===== src/design/pid_controller_antiwindup_unit_macros.svh =====
// Assertion macros used by the PID controller top-level design file.
`ifndef PID_CONTROLLER_ANTIWINDUP_UNIT_MACROS_SVH
`define PID_CONTROLLER_ANTIWINDUP_UNIT_MACROS_SVH

`ifndef NO_ASSERTIONS

// Checked at every rising clock edge while reset is released.
`define PCAU_ASSERT(label, clk, rst_n, prop) \
  label: assert property (@(posedge clk) disable iff (!rst_n) (prop)) \
    else $error("pid controller assertion failed");

// Checked at every rising clock edge, reset included.
`define PCAU_ASSERT_ALWAYS(label, clk, prop) \
  label: assert property (@(posedge clk) (prop)) \
    else $error("pid controller assertion failed");

`else

`define PCAU_ASSERT(label, clk, rst_n, prop)
`define PCAU_ASSERT_ALWAYS(label, clk, prop)

`endif

`endif


===== src/design/pcau_pkg.sv =====
// Types and constants of the PID controller with integral clamp and anti-windup.
package pcau_pkg;

  // Field and arithmetic widths.
  localparam int unsigned SampleW      = 16;
  localparam int unsigned GainW        = 16;
  localparam int unsigned GainFracBits = 8;
  localparam int unsigned LimitW       = 15;
  localparam int unsigned OutW         = 16;
  localparam int unsigned ErrW         = SampleW + 1;
  localparam int unsigned DiffW        = ErrW + 1;
  localparam int unsigned ProdPiW      = GainW + ErrW;
  localparam int unsigned ProdDW       = GainW + DiffW;
  localparam int unsigned TermPiW      = ProdPiW - GainFracBits;
  localparam int unsigned TermDW       = ProdDW - GainFracBits;
  localparam int unsigned IsumW        = TermPiW + 1;
  localparam int unsigned SumW         = TermDW + 2;
  localparam int unsigned CmpW         = OutW + 1;

  // Configuration port geometry.
  localparam int unsigned AddrW = 5;
  localparam int unsigned DataW = 32;

  // Register reset values.
  localparam logic [LimitW-1:0] LimitReset = {LimitW{1'b1}};

  // Register indexes.
  typedef enum logic [2:0] {
    REG_GAIN_P         = 3'd0,
    REG_GAIN_I         = 3'd1,
    REG_GAIN_D         = 3'd2,
    REG_OUTPUT_LIMIT   = 3'd3,
    REG_INTEGRAL_BOUND = 3'd4,
    REG_WINDUP_ENABLE  = 3'd5
  } reg_idx_e;

  // Input request payload.
  typedef struct packed {
    logic signed [SampleW-1:0] target;
    logic signed [SampleW-1:0] measured;
  } in_req_t;

  // Result payload.
  typedef struct packed {
    logic signed [OutW-1:0] drive;
    logic signed [OutW-1:0] integral_term;
    logic                   saturated;
  } out_res_t;

endpackage


===== src/design/pid_controller_antiwindup_unit.sv =====
// PID controller top level: register file, input register, datapath and result register.

// Fixed-point PID controller. Each request carries a setpoint and a measurement;
// the block returns one result per request with the clamped drive, the integral
// term after its clamp and anti-windup, and a flag that tells whether the drive
// was clamped. A request is taken into an input register and its result lands in
// the result register when that register is free or drained; the block sustains
// one request per cycle while the result channel does not stall. Rate is set by
// the single combinational pass between those two registers: three multipliers in
// parallel, the integral clamp and the output clamp, with the integral and prior
// drive fed back from that same pass. Gains are signed Q8.8, products are shifted
// right arithmetically by eight. Writing any gain clears the integral, the prior
// error and the prior drive. Registers are written over an APB-style port with
// pready tied high; reads return the stored value zero-extended to 32 bits.
module pid_controller_antiwindup_unit (
  input  logic                        clk_i,
  input  logic                        rst_ni,
  // Request channel
  input  logic                        in_valid_i,
  output logic                        in_ready_o,
  input  pcau_pkg::in_req_t           in_data_i,
  // Result channel
  output logic                        out_valid_o,
  input  logic                        out_ready_i,
  output pcau_pkg::out_res_t          out_data_o,
  // Configuration port
  input  logic                        psel,
  input  logic                        penable,
  input  logic                        pwrite,
  input  logic [pcau_pkg::AddrW-1:0]  paddr,
  input  logic [pcau_pkg::DataW-1:0]  pwdata,
  output logic [pcau_pkg::DataW-1:0]  prdata,
  output logic                        pready
);

  // Configuration registers.
  logic signed [pcau_pkg::GainW-1:0]  gain_p_q, gain_i_q, gain_d_q;
  logic        [pcau_pkg::LimitW-1:0] output_limit_q, integral_bound_q;
  logic                               windup_enable_q;

  // Controller state.
  logic signed [pcau_pkg::ErrW-1:0]   prior_error_q;
  logic signed [pcau_pkg::OutW-1:0]   integral_acc_q;
  logic signed [pcau_pkg::OutW-1:0]   prior_drive_q;

  // Pipeline registers.
  logic                               in_valid_q;
  pcau_pkg::in_req_t                  in_q;
  logic                               out_valid_q;
  pcau_pkg::out_res_t                 out_q;

  // Datapath signals.
  logic signed [pcau_pkg::ErrW-1:0]    err_c;
  logic signed [pcau_pkg::DiffW-1:0]   diff_c;
  logic signed [pcau_pkg::ProdPiW-1:0] prod_p_c, prod_i_c;
  logic signed [pcau_pkg::ProdDW-1:0]  prod_d_c;
  logic signed [pcau_pkg::TermPiW-1:0] term_p_c, term_i_c;
  logic signed [pcau_pkg::TermDW-1:0]  term_d_c;
  logic signed [pcau_pkg::IsumW-1:0]   isum_c, ibound_c;
  logic signed [pcau_pkg::OutW-1:0]    integ_clamp_c, integ_c;
  logic signed [pcau_pkg::CmpW-1:0]    pdrive_c, olimit_c;
  logic                                wind_hi_c, wind_lo_c, wind_zero_c;
  logic signed [pcau_pkg::SumW-1:0]    sum_c, slimit_c, drive_wide_c;
  logic signed [pcau_pkg::OutW-1:0]    drive_c;
  logic                                sat_c;

  // Handshake and configuration control.
  logic                                advance;
  logic                                cfg_wr;
  logic                                gain_wr;
  pcau_pkg::reg_idx_e                  cfg_idx;

  assign pready  = 1'b1;
  assign cfg_idx = pcau_pkg::reg_idx_e'(paddr[pcau_pkg::AddrW-1:2]);
  assign cfg_wr  = psel && penable && pwrite && pready;
  assign gain_wr = cfg_wr && (cfg_idx == pcau_pkg::REG_GAIN_P ||
                              cfg_idx == pcau_pkg::REG_GAIN_I ||
                              cfg_idx == pcau_pkg::REG_GAIN_D);

  // Register writes; indexes past the list are ignored.
  always_ff @(posedge clk_i or negedge rst_ni) begin
    if (!rst_ni) begin
      gain_p_q         <= '0;
      gain_i_q         <= '0;
      gain_d_q         <= '0;
      output_limit_q   <= pcau_pkg::LimitReset;
      integral_bound_q <= pcau_pkg::LimitReset;
      windup_enable_q  <= 1'b0;
    end else if (cfg_wr) begin
      case (cfg_idx)
        pcau_pkg::REG_GAIN_P:         gain_p_q <= pwdata[pcau_pkg::GainW-1:0];
        pcau_pkg::REG_GAIN_I:         gain_i_q <= pwdata[pcau_pkg::GainW-1:0];
        pcau_pkg::REG_GAIN_D:         gain_d_q <= pwdata[pcau_pkg::GainW-1:0];
        pcau_pkg::REG_OUTPUT_LIMIT:   output_limit_q <= pwdata[pcau_pkg::LimitW-1:0];
        pcau_pkg::REG_INTEGRAL_BOUND: integral_bound_q <= pwdata[pcau_pkg::LimitW-1:0];
        pcau_pkg::REG_WINDUP_ENABLE:  windup_enable_q <= pwdata[0];
        default: ;
      endcase
    end
  end

  // Register read-back.
  always_comb begin
    prdata = '0;
    case (cfg_idx)
      pcau_pkg::REG_GAIN_P:         prdata = pcau_pkg::DataW'(unsigned'(gain_p_q));
      pcau_pkg::REG_GAIN_I:         prdata = pcau_pkg::DataW'(unsigned'(gain_i_q));
      pcau_pkg::REG_GAIN_D:         prdata = pcau_pkg::DataW'(unsigned'(gain_d_q));
      pcau_pkg::REG_OUTPUT_LIMIT:   prdata = pcau_pkg::DataW'(output_limit_q);
      pcau_pkg::REG_INTEGRAL_BOUND: prdata = pcau_pkg::DataW'(integral_bound_q);
      pcau_pkg::REG_WINDUP_ENABLE:  prdata = pcau_pkg::DataW'(windup_enable_q);
      default:                      prdata = '0;
    endcase
  end

  // The input register moves on whenever the result register is free or drained.
  assign advance    = !out_valid_q || out_ready_i;
  assign in_ready_o = !in_valid_q || advance;

  always_ff @(posedge clk_i or negedge rst_ni) begin
    if (!rst_ni) begin
      in_valid_q <= 1'b0;
    end else if (in_ready_o) begin
      in_valid_q <= in_valid_i;
    end
  end

  always_ff @(posedge clk_i) begin
    if (in_ready_o && in_valid_i) begin
      in_q <= in_data_i;
    end
  end

  // Error, difference and the three gain products.
  assign err_c    = pcau_pkg::ErrW'(in_q.target) - pcau_pkg::ErrW'(in_q.measured);
  assign diff_c   = pcau_pkg::DiffW'(err_c) - pcau_pkg::DiffW'(prior_error_q);
  assign prod_p_c = pcau_pkg::ProdPiW'(gain_p_q) * pcau_pkg::ProdPiW'(err_c);
  assign prod_i_c = pcau_pkg::ProdPiW'(gain_i_q) * pcau_pkg::ProdPiW'(err_c);
  assign prod_d_c = pcau_pkg::ProdDW'(gain_d_q) * pcau_pkg::ProdDW'(diff_c);
  assign term_p_c = pcau_pkg::TermPiW'(prod_p_c >>> pcau_pkg::GainFracBits);
  assign term_i_c = pcau_pkg::TermPiW'(prod_i_c >>> pcau_pkg::GainFracBits);
  assign term_d_c = pcau_pkg::TermDW'(prod_d_c >>> pcau_pkg::GainFracBits);

  // Integral update with its symmetric clamp.
  assign isum_c   = pcau_pkg::IsumW'(integral_acc_q) + pcau_pkg::IsumW'(term_i_c);
  assign ibound_c = pcau_pkg::IsumW'(signed'({1'b0, integral_bound_q}));

  always_comb begin
    if (isum_c > ibound_c) begin
      integ_clamp_c = pcau_pkg::OutW'(ibound_c);
    end else if (isum_c < -ibound_c) begin
      integ_clamp_c = pcau_pkg::OutW'(-ibound_c);
    end else begin
      integ_clamp_c = pcau_pkg::OutW'(isum_c);
    end
  end

  // Anti-windup: previous drive at a limit with the error pushing further out.
  assign pdrive_c    = pcau_pkg::CmpW'(prior_drive_q);
  assign olimit_c    = pcau_pkg::CmpW'(signed'({1'b0, output_limit_q}));
  assign wind_hi_c   = (pdrive_c >= olimit_c) && (prior_drive_q > 0) && (err_c > 0);
  assign wind_lo_c   = (pdrive_c <= -olimit_c) && (prior_drive_q < 0) && (err_c < 0);
  assign wind_zero_c = windup_enable_q && (gain_i_q != 0) && (wind_hi_c || wind_lo_c);
  assign integ_c     = wind_zero_c ? '0 : integ_clamp_c;

  // Output sum and its symmetric clamp.
  assign sum_c    = pcau_pkg::SumW'(term_p_c) + pcau_pkg::SumW'(integ_c) +
                    pcau_pkg::SumW'(term_d_c);
  assign slimit_c = pcau_pkg::SumW'(signed'({1'b0, output_limit_q}));

  always_comb begin
    if (sum_c > slimit_c) begin
      drive_wide_c = slimit_c;
    end else if (sum_c < -slimit_c) begin
      drive_wide_c = -slimit_c;
    end else begin
      drive_wide_c = sum_c;
    end
  end

  assign drive_c = pcau_pkg::OutW'(drive_wide_c);
  assign sat_c   = (drive_wide_c != sum_c);

  // Controller state is cleared by a gain write and otherwise follows each item as it enters the result register.
  always_ff @(posedge clk_i or negedge rst_ni) begin
    if (!rst_ni) begin
      prior_error_q  <= '0;
      integral_acc_q <= '0;
      prior_drive_q  <= '0;
    end else if (gain_wr) begin
      prior_error_q  <= '0;
      integral_acc_q <= '0;
      prior_drive_q  <= '0;
    end else if (in_valid_q && advance) begin
      prior_error_q  <= err_c;
      integral_acc_q <= integ_c;
      prior_drive_q  <= drive_c;
    end
  end

  // Result register.
  always_ff @(posedge clk_i or negedge rst_ni) begin
    if (!rst_ni) begin
      out_valid_q <= 1'b0;
    end else if (advance) begin
      out_valid_q <= in_valid_q;
    end
  end

  always_ff @(posedge clk_i) begin
    if (in_valid_q && advance) begin
      out_q.drive         <= drive_c;
      out_q.integral_term <= integ_c;
      out_q.saturated     <= sat_c;
    end
  end

  assign out_valid_o = out_valid_q;
  assign out_data_o  = out_q;

`include "pid_controller_antiwindup_unit_macros.svh"

  // A gain write leaves all controller state cleared.
  `PCAU_ASSERT(a_gain_clears_state, clk_i, rst_ni, gain_wr |=> (prior_error_q == 0 && integral_acc_q == 0 && prior_drive_q == 0))

  // An item in the input register always reaches the result register when it moves.
  `PCAU_ASSERT(a_item_moves, clk_i, rst_ni, (in_valid_q && advance) |=> out_valid_q)

  // The integral sent out never leaves its bound.
  `PCAU_ASSERT(a_integ_bounded, clk_i, rst_ni, in_valid_q |-> (integ_c <= $signed({1'b0, integral_bound_q}) && integ_c >= -$signed({1'b0, integral_bound_q})))

  // A clamped drive sits exactly at one of the output limits.
  `PCAU_ASSERT(a_sat_at_limit, clk_i, rst_ni, (in_valid_q && sat_c) |-> (drive_wide_c == slimit_c || drive_wide_c == -slimit_c))

  // Back-pressure only when both registers are full and the result is stalled.
  `PCAU_ASSERT(a_ready_stall, clk_i, rst_ni, !in_ready_o |-> (in_valid_q && out_valid_q && !out_ready_i))

endmodule

===== config.mk =====
export PLATFORM = sky130hd
export DESIGN_NAME = pid_controller_antiwindup_unit
export DESIGN_NICKNAME = d
export VERILOG_FILES = /design/src/design/pcau_pkg.sv /design/src/design/pid_controller_antiwindup_unit.sv
export VERILOG_INCLUDE_DIRS = /design/src /design/src/design
export SDC_FILE = /design/constraint.sdc
export NUM_CORES = 2
export LEC_CHECK = 0
export BUFFER_PORTS_ARGS = -buffer_cell sky130_fd_sc_hd__buf_4
export CAP_MARGIN = 20
export CORE_AREA = 4 4 239 417
export CTS_CLUSTER_DIAMETER = 100
export DETAILED_ROUTE_END_ITERATION = 16
export DIE_AREA = 0 0 243 421
export PLACE_DENSITY = 0.66
export SYNTH_ARGS = -nofsm -noshare
export SYNTH_HDL_FRONTEND = slang
export SYNTH_SLANG_ARGS = --single-unit

===== constraint.sdc =====
create_clock -name clk_i -period 19 [get_ports clk_i]
set_input_delay 3.8 -clock clk_i [delete_from_list [all_inputs] [get_ports clk_i]]
set_output_delay 3.8 -clock clk_i [all_outputs]
set_load 0.01 [all_outputs]

Word level (Yosys, flattened, before mapping)
Index checks and enable logic that the tools add are counted.
{ "totals": {"ff_bits": 195, "inputBits": 76, "elab_cells": 82, "output_inout_bits": 68} }
{ "op_classes": {"n_lt_le_gt_ge": 10, "reduce_logical": 27, "mul": 3, "mux": 12, "n_eq_ne": 6, "add_sub_neg": 8} }
{ "op_table": {"columns": ["cell", "count"], "rows": [
  ["16-bit two-way mux", 7],
  ["16-bit one-hot mux with 6 select lines", 1],
  ["16-bit by 17-bit multiplier with 33-bit output", 2],
  ["28-bit two-way mux", 2],
  ["16-bit by 18-bit multiplier with 34-bit output", 1],
  ["17-bit two-way mux", 2],
  ["32-bit nonzero test", 1],
  ["27-bit by 28-bit < comparator with 1-bit output", 1],
  ["28-bit by 27-bit inequality test with 1-bit output", 1],
  ["15-bit negation with 28-bit output", 1],
  ["26-bit by 26-bit adder with 27-bit output", 1],
  ["27-bit by 16-bit greater-than comparator with 1-bit output", 1],
  ["16-bit by 25-bit adder with 26-bit output", 1],
  ["25-bit by 16-bit adder with 26-bit output", 1],
  ["26-bit by 16-bit greater-than comparator with 1-bit output", 1],
  ["26-bit < comparator", 1],
  ["15-bit negation with 26-bit output", 1],
  ["17-bit by 17-bit subtractor with 18-bit output", 1],
  ["17-bit by 1-bit greater-than comparator with 1-bit output (second input constant)", 1],
  ["16-bit by 17-bit <= comparator with 1-bit output", 1],
  ["17-bit by 1-bit < comparator with 1-bit output (second input constant)", 1],
  ["15-bit negation with 17-bit output", 1],
  ["16-bit by 16-bit subtractor with 17-bit output", 1],
  ["16-bit >= comparator", 1],
  ["11 further kinds", 33]
]} }

Logic depth before layout (Yosys ltp)
{ "logic_depth": {"ltp_word": 14, "depth_mapped": 77, "ltp_nobuf": 74} }

Worst setup path after synthesis
OpenSTA, ideal clock, no wires.
{ "synth_timing": {"path_type": "register -> register", "start": "reg in_q[0] in the netlist's numbering", "end": "reg out_q, in the netlist out_data_o[30] (data pin)", "slack_ps": 2465, "required_time_ps": 18743, "arrival_ps": 16278, "stages_incl_launch_ff": 71, "n_path_buf": 3, "setup_time_ps": 257, "period_less_slack_ps": 16535, "path_cell_list": "edfxtp_1 ha_1 fa_1 nand2b_1 a21boi_0 o21ai_0 nand2_1 a41o_1 xor2_1 clkbuf_1 nand2_1 fa_1 fa_1 inv_1 fa_1 inv_1 fa_1 inv_1 [35 not listed] a21o_1 a21o_1 a21o_1 a21o_1 xor2_1 ha_1 nand3_1 a21oi_1 a221oi_1 o22ai_1 o32ai_1 a2111o_1 or3_1 a32o_2 buf_6 mux2_2 a2bb2oi_1 inv_1"} }
{ "synth_via": {"elab_chain_cells": 12, "elab_cells_between_ends": 23, "cone_classes": "5 x add/sub; 3 x mul; 6 x order compare; 5 x mux; 4 x reduce/logical"} }
{ "synth_rtl": {"columns": ["item", "line", "text"], "rows": [
  ["from (decl)", "pid_controller_antiwindup_unit.sv:48", "pcau_pkg::in_req_t in_q;"],
  ["from (signal assigned)", "pid_controller_antiwindup_unit.sv:130", "in_q <= in_data_i;"],
  ["16-bit by 16-bit subtractor with 17-bit output (*)", "pid_controller_antiwindup_unit.sv:135", "assign err_c = pcau_pkg::ErrW'(in_q.target) - pcau_pkg::ErrW'(in_q.measured);"],
  ["16-bit by 17-bit multiplier with 33-bit output", "pid_controller_antiwindup_unit.sv:138", "assign prod_i_c = pcau_pkg::ProdPiW'(gain_i_q) * pcau_pkg::ProdPiW'(err_c);"],
  ["16-bit by 25-bit adder with 26-bit output", "pid_controller_antiwindup_unit.sv:145", "assign isum_c = pcau_pkg::IsumW'(integral_acc_q) + pcau_pkg::IsumW'(term_i_c);"],
  ["26-bit < comparator", "pid_controller_antiwindup_unit.sv:151", "end else if (isum_c < -ibound_c) begin"],
  ["16-bit two-way mux", "pid_controller_antiwindup_unit.sv:151", null],
  ["16-bit two-way mux", "pid_controller_antiwindup_unit.sv:149", "if (isum_c > ibound_c) begin"],
  ["16-bit two-way mux", "pid_controller_antiwindup_unit.sv:164", "assign integ_c = wind_zero_c ? '0 : integ_clamp_c;"],
  ["25-bit by 16-bit adder with 26-bit output", "pid_controller_antiwindup_unit.sv:167", "assign sum_c = pcau_pkg::SumW'(term_p_c) + pcau_pkg::SumW'(integ_c) +"],
  ["26-bit by 26-bit adder with 27-bit output (*)", "pid_controller_antiwindup_unit.sv:167", null],
  ["27-bit by 28-bit < comparator with 1-bit output", "pid_controller_antiwindup_unit.sv:174", "end else if (sum_c < -slimit_c) begin"],
  ["28-bit two-way mux", "pid_controller_antiwindup_unit.sv:174", null],
  ["28-bit two-way mux (*)", "pid_controller_antiwindup_unit.sv:172", "if (sum_c > slimit_c) begin"],
  ["named net drive_wide_c (one bit)", "pid_controller_antiwindup_unit.sv:63", "logic signed [pcau_pkg::SumW-1:0] sum_c, slimit_c, drive_wide_c;"],
  ["to (decl)", "pid_controller_antiwindup_unit.sv:50", "pcau_pkg::out_res_t out_q;"]
]} }
Mark *: on every way through the listed nets, which the timed path passes. The rest lies on a longest branch.
A chain may end at the register's enable or synchronous reset.

Worst setup path in the final report
{ "layout_timing": {"start": "reg in_q[0] in the netlist's numbering", "end": "reg prior_drive_q[12] in the netlist's numbering"} }
{ "layout_via": {"elab_chain_cells": 14, "elab_cells_between_ends": 25, "cone_classes": "5 x add/sub; 3 x mul; 6 x order compare; 7 x mux; 4 x reduce/logical"} }
{ "layout_rtl": {"columns": ["item", "line", "text"], "rows": [
  ["16-bit by 16-bit subtractor with 17-bit output (*)", "pid_controller_antiwindup_unit.sv:135", null],
  ["16-bit by 17-bit multiplier with 33-bit output", "pid_controller_antiwindup_unit.sv:138", null],
  ["16-bit by 25-bit adder with 26-bit output", "pid_controller_antiwindup_unit.sv:145", null],
  ["26-bit < comparator", "pid_controller_antiwindup_unit.sv:151", null],
  ["16-bit two-way mux", "pid_controller_antiwindup_unit.sv:151", null],
  ["16-bit two-way mux", "pid_controller_antiwindup_unit.sv:149", null],
  ["16-bit two-way mux (*)", "pid_controller_antiwindup_unit.sv:164", null],
  ["named net integ_c (one bit)", "pid_controller_antiwindup_unit.sv:60", "logic signed [pcau_pkg::OutW-1:0] integ_clamp_c, integ_c;"],
  ["25-bit by 16-bit adder with 26-bit output (*)", "pid_controller_antiwindup_unit.sv:167", null],
  ["26-bit by 26-bit adder with 27-bit output (*)", "pid_controller_antiwindup_unit.sv:167", null],
  ["27-bit by 28-bit < comparator with 1-bit output", "pid_controller_antiwindup_unit.sv:174", null],
  ["28-bit two-way mux", "pid_controller_antiwindup_unit.sv:174", null],
  ["28-bit two-way mux (*)", "pid_controller_antiwindup_unit.sv:172", null],
  ["named net drive_wide_c (one bit)", "pid_controller_antiwindup_unit.sv:63", null],
  ["16-bit two-way mux (*)", "pid_controller_antiwindup_unit.sv:194", "end else if (in_valid_q && advance) begin"],
  ["16-bit two-way mux (*)", "pid_controller_antiwindup_unit.sv:190", "end else if (gain_wr) begin"],
  ["to (signal assigned)", "pid_controller_antiwindup_unit.sv:197", "prior_drive_q <= drive_c;"],
  ["to (decl)", "pid_controller_antiwindup_unit.sv:44", "logic signed [pcau_pkg::OutW-1:0] prior_drive_q;"]
]} }
Mark *: on every way through the listed nets, which the timed path passes. The rest lies on a longest branch. The select of a mux whose other input is x is not followed.

==> summary.txt <==
Placed design
  – IO buf count: 108
  – Detail Placement HPWL: 120 mm
  – Routability cong.: 1.01

Drt
  – Final WL: 143 mm
  – Drt first pass iters: 6
  – Via density: 5.69
  – 1st-iter DRT viols: 2256
  – DRC viols: 0
  – Via count: 37500
  – Routed len/inst: 21.6 µm
  – Antenna Nets Post-Route: 0

Setup path
  – Most frequent CP cell: fa_1
  – CP Class: reg2reg
  – R2r startpoint: in_q[0]
  – Crit path DAT: 18.51 ns
  – Crit-path slowest cell: fa_1
  – Worst Path Max Fanout: 16
  – R2r setup slk: 0.89 ns
  – Setup crit end kind: flip-flop
  – Critical Path Start Type: flip-flop
  – RR Endpoint: prior_drive_q[12]
  – Cells on worst reg2reg path: 74
  – CP peak stage delay: 0.53 ns
  – WP data required: 19.40 ns

Clocking
  – Clk slew on worst S/H paths: 0.08 ns
  – CTS H-tree lvls: 4
  – Num CTS Buffers: 17
  – TritonCTS Sinks: 195
  – CTS tree: built
  – Max clock buf depth: 2
  – Clk Tree Root Cell: clkbuf_16
  – Clk_lat worst skew: 0.52 ns
  – Post-CTS Hold Fix Bufs: 0
  – Post-CTS Setup Inserts: 0

Timing
  – Clock skew: 0.0244 ns
  – Setup TNS: 0 ns
  – Unrepaired setup endpoints after global routing: no
  – Final setup viols: 0
  – Post-route minimum period: 18.11 ns
  – Max Transition Viols Final: 0
  – Slew HR: 0.236
  – Tightest Pin Transition: 1.15 ns
  – Tcrit/Tclk final: 0.953
  – F_max: 0.0552 GHz
  – Hold Vio Cnt, Final: 0

GRT
  – Met1 Usage GRT: 0.288
  – GRT overflow: 0
  – Largest net degree at the start of global routing: 88
  – GR Util met2: 0.536
  – GRT Total Usage: 0.283
  – Antenna violations before repair: 1
  – First-pass GRT wire length: 225 mm
  – Met3 Usage GRT: 0.0261
  – Vias in the first global route: 40900
  – Busiest layer in global routing: met2

Layout
  – Layout area overhead: 7.54%
  – Share of layout cells above drive strength 1: 0.0903
  – Fill cells: 8940
  – Nets@finish: 6725

Floorplanning
  – Core box area: 96400 µm²
  – Die Width: 243 µm
  – Die Area: 102000 µm²
  – Rows: 151
  – I/O pin total: 144
  – Die Y: 421 µm
  – Starting density of the core: 0.497

Hold path
  – Hold Crit Class: reg2reg
  – Hold_sp: in_valid_q
  – Hold depth: 1
  – Hold path endpoint: out_valid_o

Synth
  – Syn_area_per_cell: 9.08 µm²
  – Top cell type's share of synthesized area: 0.361
  – Yosys top cell by area: fa_1
  – Register area share after synthesis: 0.110
  – Yosys warns: 0
  – Synth Instances: 5270
  – Yosys reg bits: 195
  – Commonest register cell after synthesis: dfrtp_1
  – Largest cells by area after synthesis: fa_1 36%, ha_1 12%, inv_1 8.2%, dfrtp_1 5.2%, nand2_1 4.5%
  – Ys async rst share: 0.667
  – Syn Std Cell Area: 47900 µm²
  – Post-synth EDFFs: 65
  – Yosys cell types: 89

Run
  – Max Cap Viol: 0

Status
  – Outcome: complete, no violations
critical path: cells and delay by family, from the launching register on:
family	cells	cell delay, ns
mux	2	0.47
simple gates	13	2.33
compound gates	30	6.45
xor+xnor	3	0.62
fa+ha+maj	14	6.09
flops	1	0.37
buf+inv	12	1.64
cells by family (layout without fill, tap and decap cells):
logic type,Yosys count,in the layout,synth area share
fa+ha+maj,1307,1307,0.477
xor+xnor,195,195,0.0360
simple gates,1476,1476,0.152
other cells,2,20,0.000157
compound gates,690,690,0.0978
mux,105,105,0.0241
buf+inv,1300,1373,0.104
flops,195,195,0.110
state kept, by name, indices dropped and copies added, names as in the netlist:
register / count
out_data_o: 33
prior_error_q: 17
gain_p_q: 16
integral_acc_q: 16
in_valid_q: 1
output_limit_q: 15
integral_bound_q: 15
prior_drive_q: 16
gain_d_q: 16
out_valid_o: 1
in_q: 32
gain_i_q: 16
windup_enable_q: 1
synthesized netlist by cell type (50+ instances only):
cell type and count:
clkbuf_1 219, nor2_1 206, nor3_1 53, nand3_1 52, mux2_2 57, ha_1 442, a21o_1 71, dfrtp_1 100
xor2_1 50, edfxtp_1 65, nand2b_1 62, nand2_1 571, inv_1 1047, a21oi_1 147, fa_1 862, o21ai_0 144
nor2b_1 94, xnor2_1 144, and2_1 298
cell usage in the layout, fill, tap and decap left out, drive strengths merged, types with 54 or more instances in the layout:
master | netlist | final
ha | 442 | 442
mux2 | 58 | 58
nand2 | 571 | 571
fa | 862 | 862
nor3 | 54 | 54
edfxtp | 65 | 65
a21oi | 147 | 147
and2 | 299 | 299
a21o | 71 | 71
xnor2 | 144 | 144
buf | 31 | 291
dfrtp | 100 | 100
inv | 1048 | 1055
nor2 | 206 | 206
o21ai | 146 | 146
nor2b | 94 | 94
nand2b | 63 | 63
layout make-up:
cell class	count	area, µm²	area share
well taps	1224	1530	0.0298
clock inverters	12	140	0.00272
repair buffers	291	2200	0.0428
diodes	3	7.51	0.000146
clock buffers	20	457	0.00887
flip-flops and latches	195	5240	0.102
multi-input cells	3790	37900	0.737
inverters	1050	3950	0.0768
stage by stage:
stage / instances / setup WS (ns) / util / hold WS (ns) / area (µm²)
floorplan: 5285 / 2.47 / - / 0.449 / 47900
detailed placement: 6550 / 0.289 / 0.527 / 0.468 / 50800
global placement: 6550 / 0.324 / 0.527 / 0.458 / 50800
global route: 6583 / 0.0333 / 0.534 / 0.504 / 51500
finish: 6585 / 0.890 / 0.534 / 0.486 / 51500
CTS: 6582 / 0.189 / 0.533 / 0.486 / 51400
worst max path at each step:
| stage | from | end | slack (ns) |
|---|---|---|---|
| floorplan | in_q[0] | out_data_o[30] | 2.47 |
| global placement | in_q[1] | prior_drive_q[12] | 0.32 |
| detailed placement | in_q[1] | out_data_o[22] | 0.29 |
| CTS | in_q[1] | out_data_o[22] | 0.19 |
| global route | in_q[0] | out_data_o[22] | 0.03 |
| finish | in_q[0] | prior_drive_q[12] | 0.89 |
what timing repair did:
action	4_1_cts	5_1_grt
endpoints found under the hold margin	0	0
endpoints found under the setup margin	0	33
resized for setup	0	17
layer usage:
layer	wire, µm	share of wire
met5	0	0
met4	12400	0.087
met3	5360	0.038
met2	77400	0.54
met1	47400	0.33
Power is left out: the tool's default activity adds up to more than one toggle a clock period on the data nets, which glitch-free logic cannot reach.
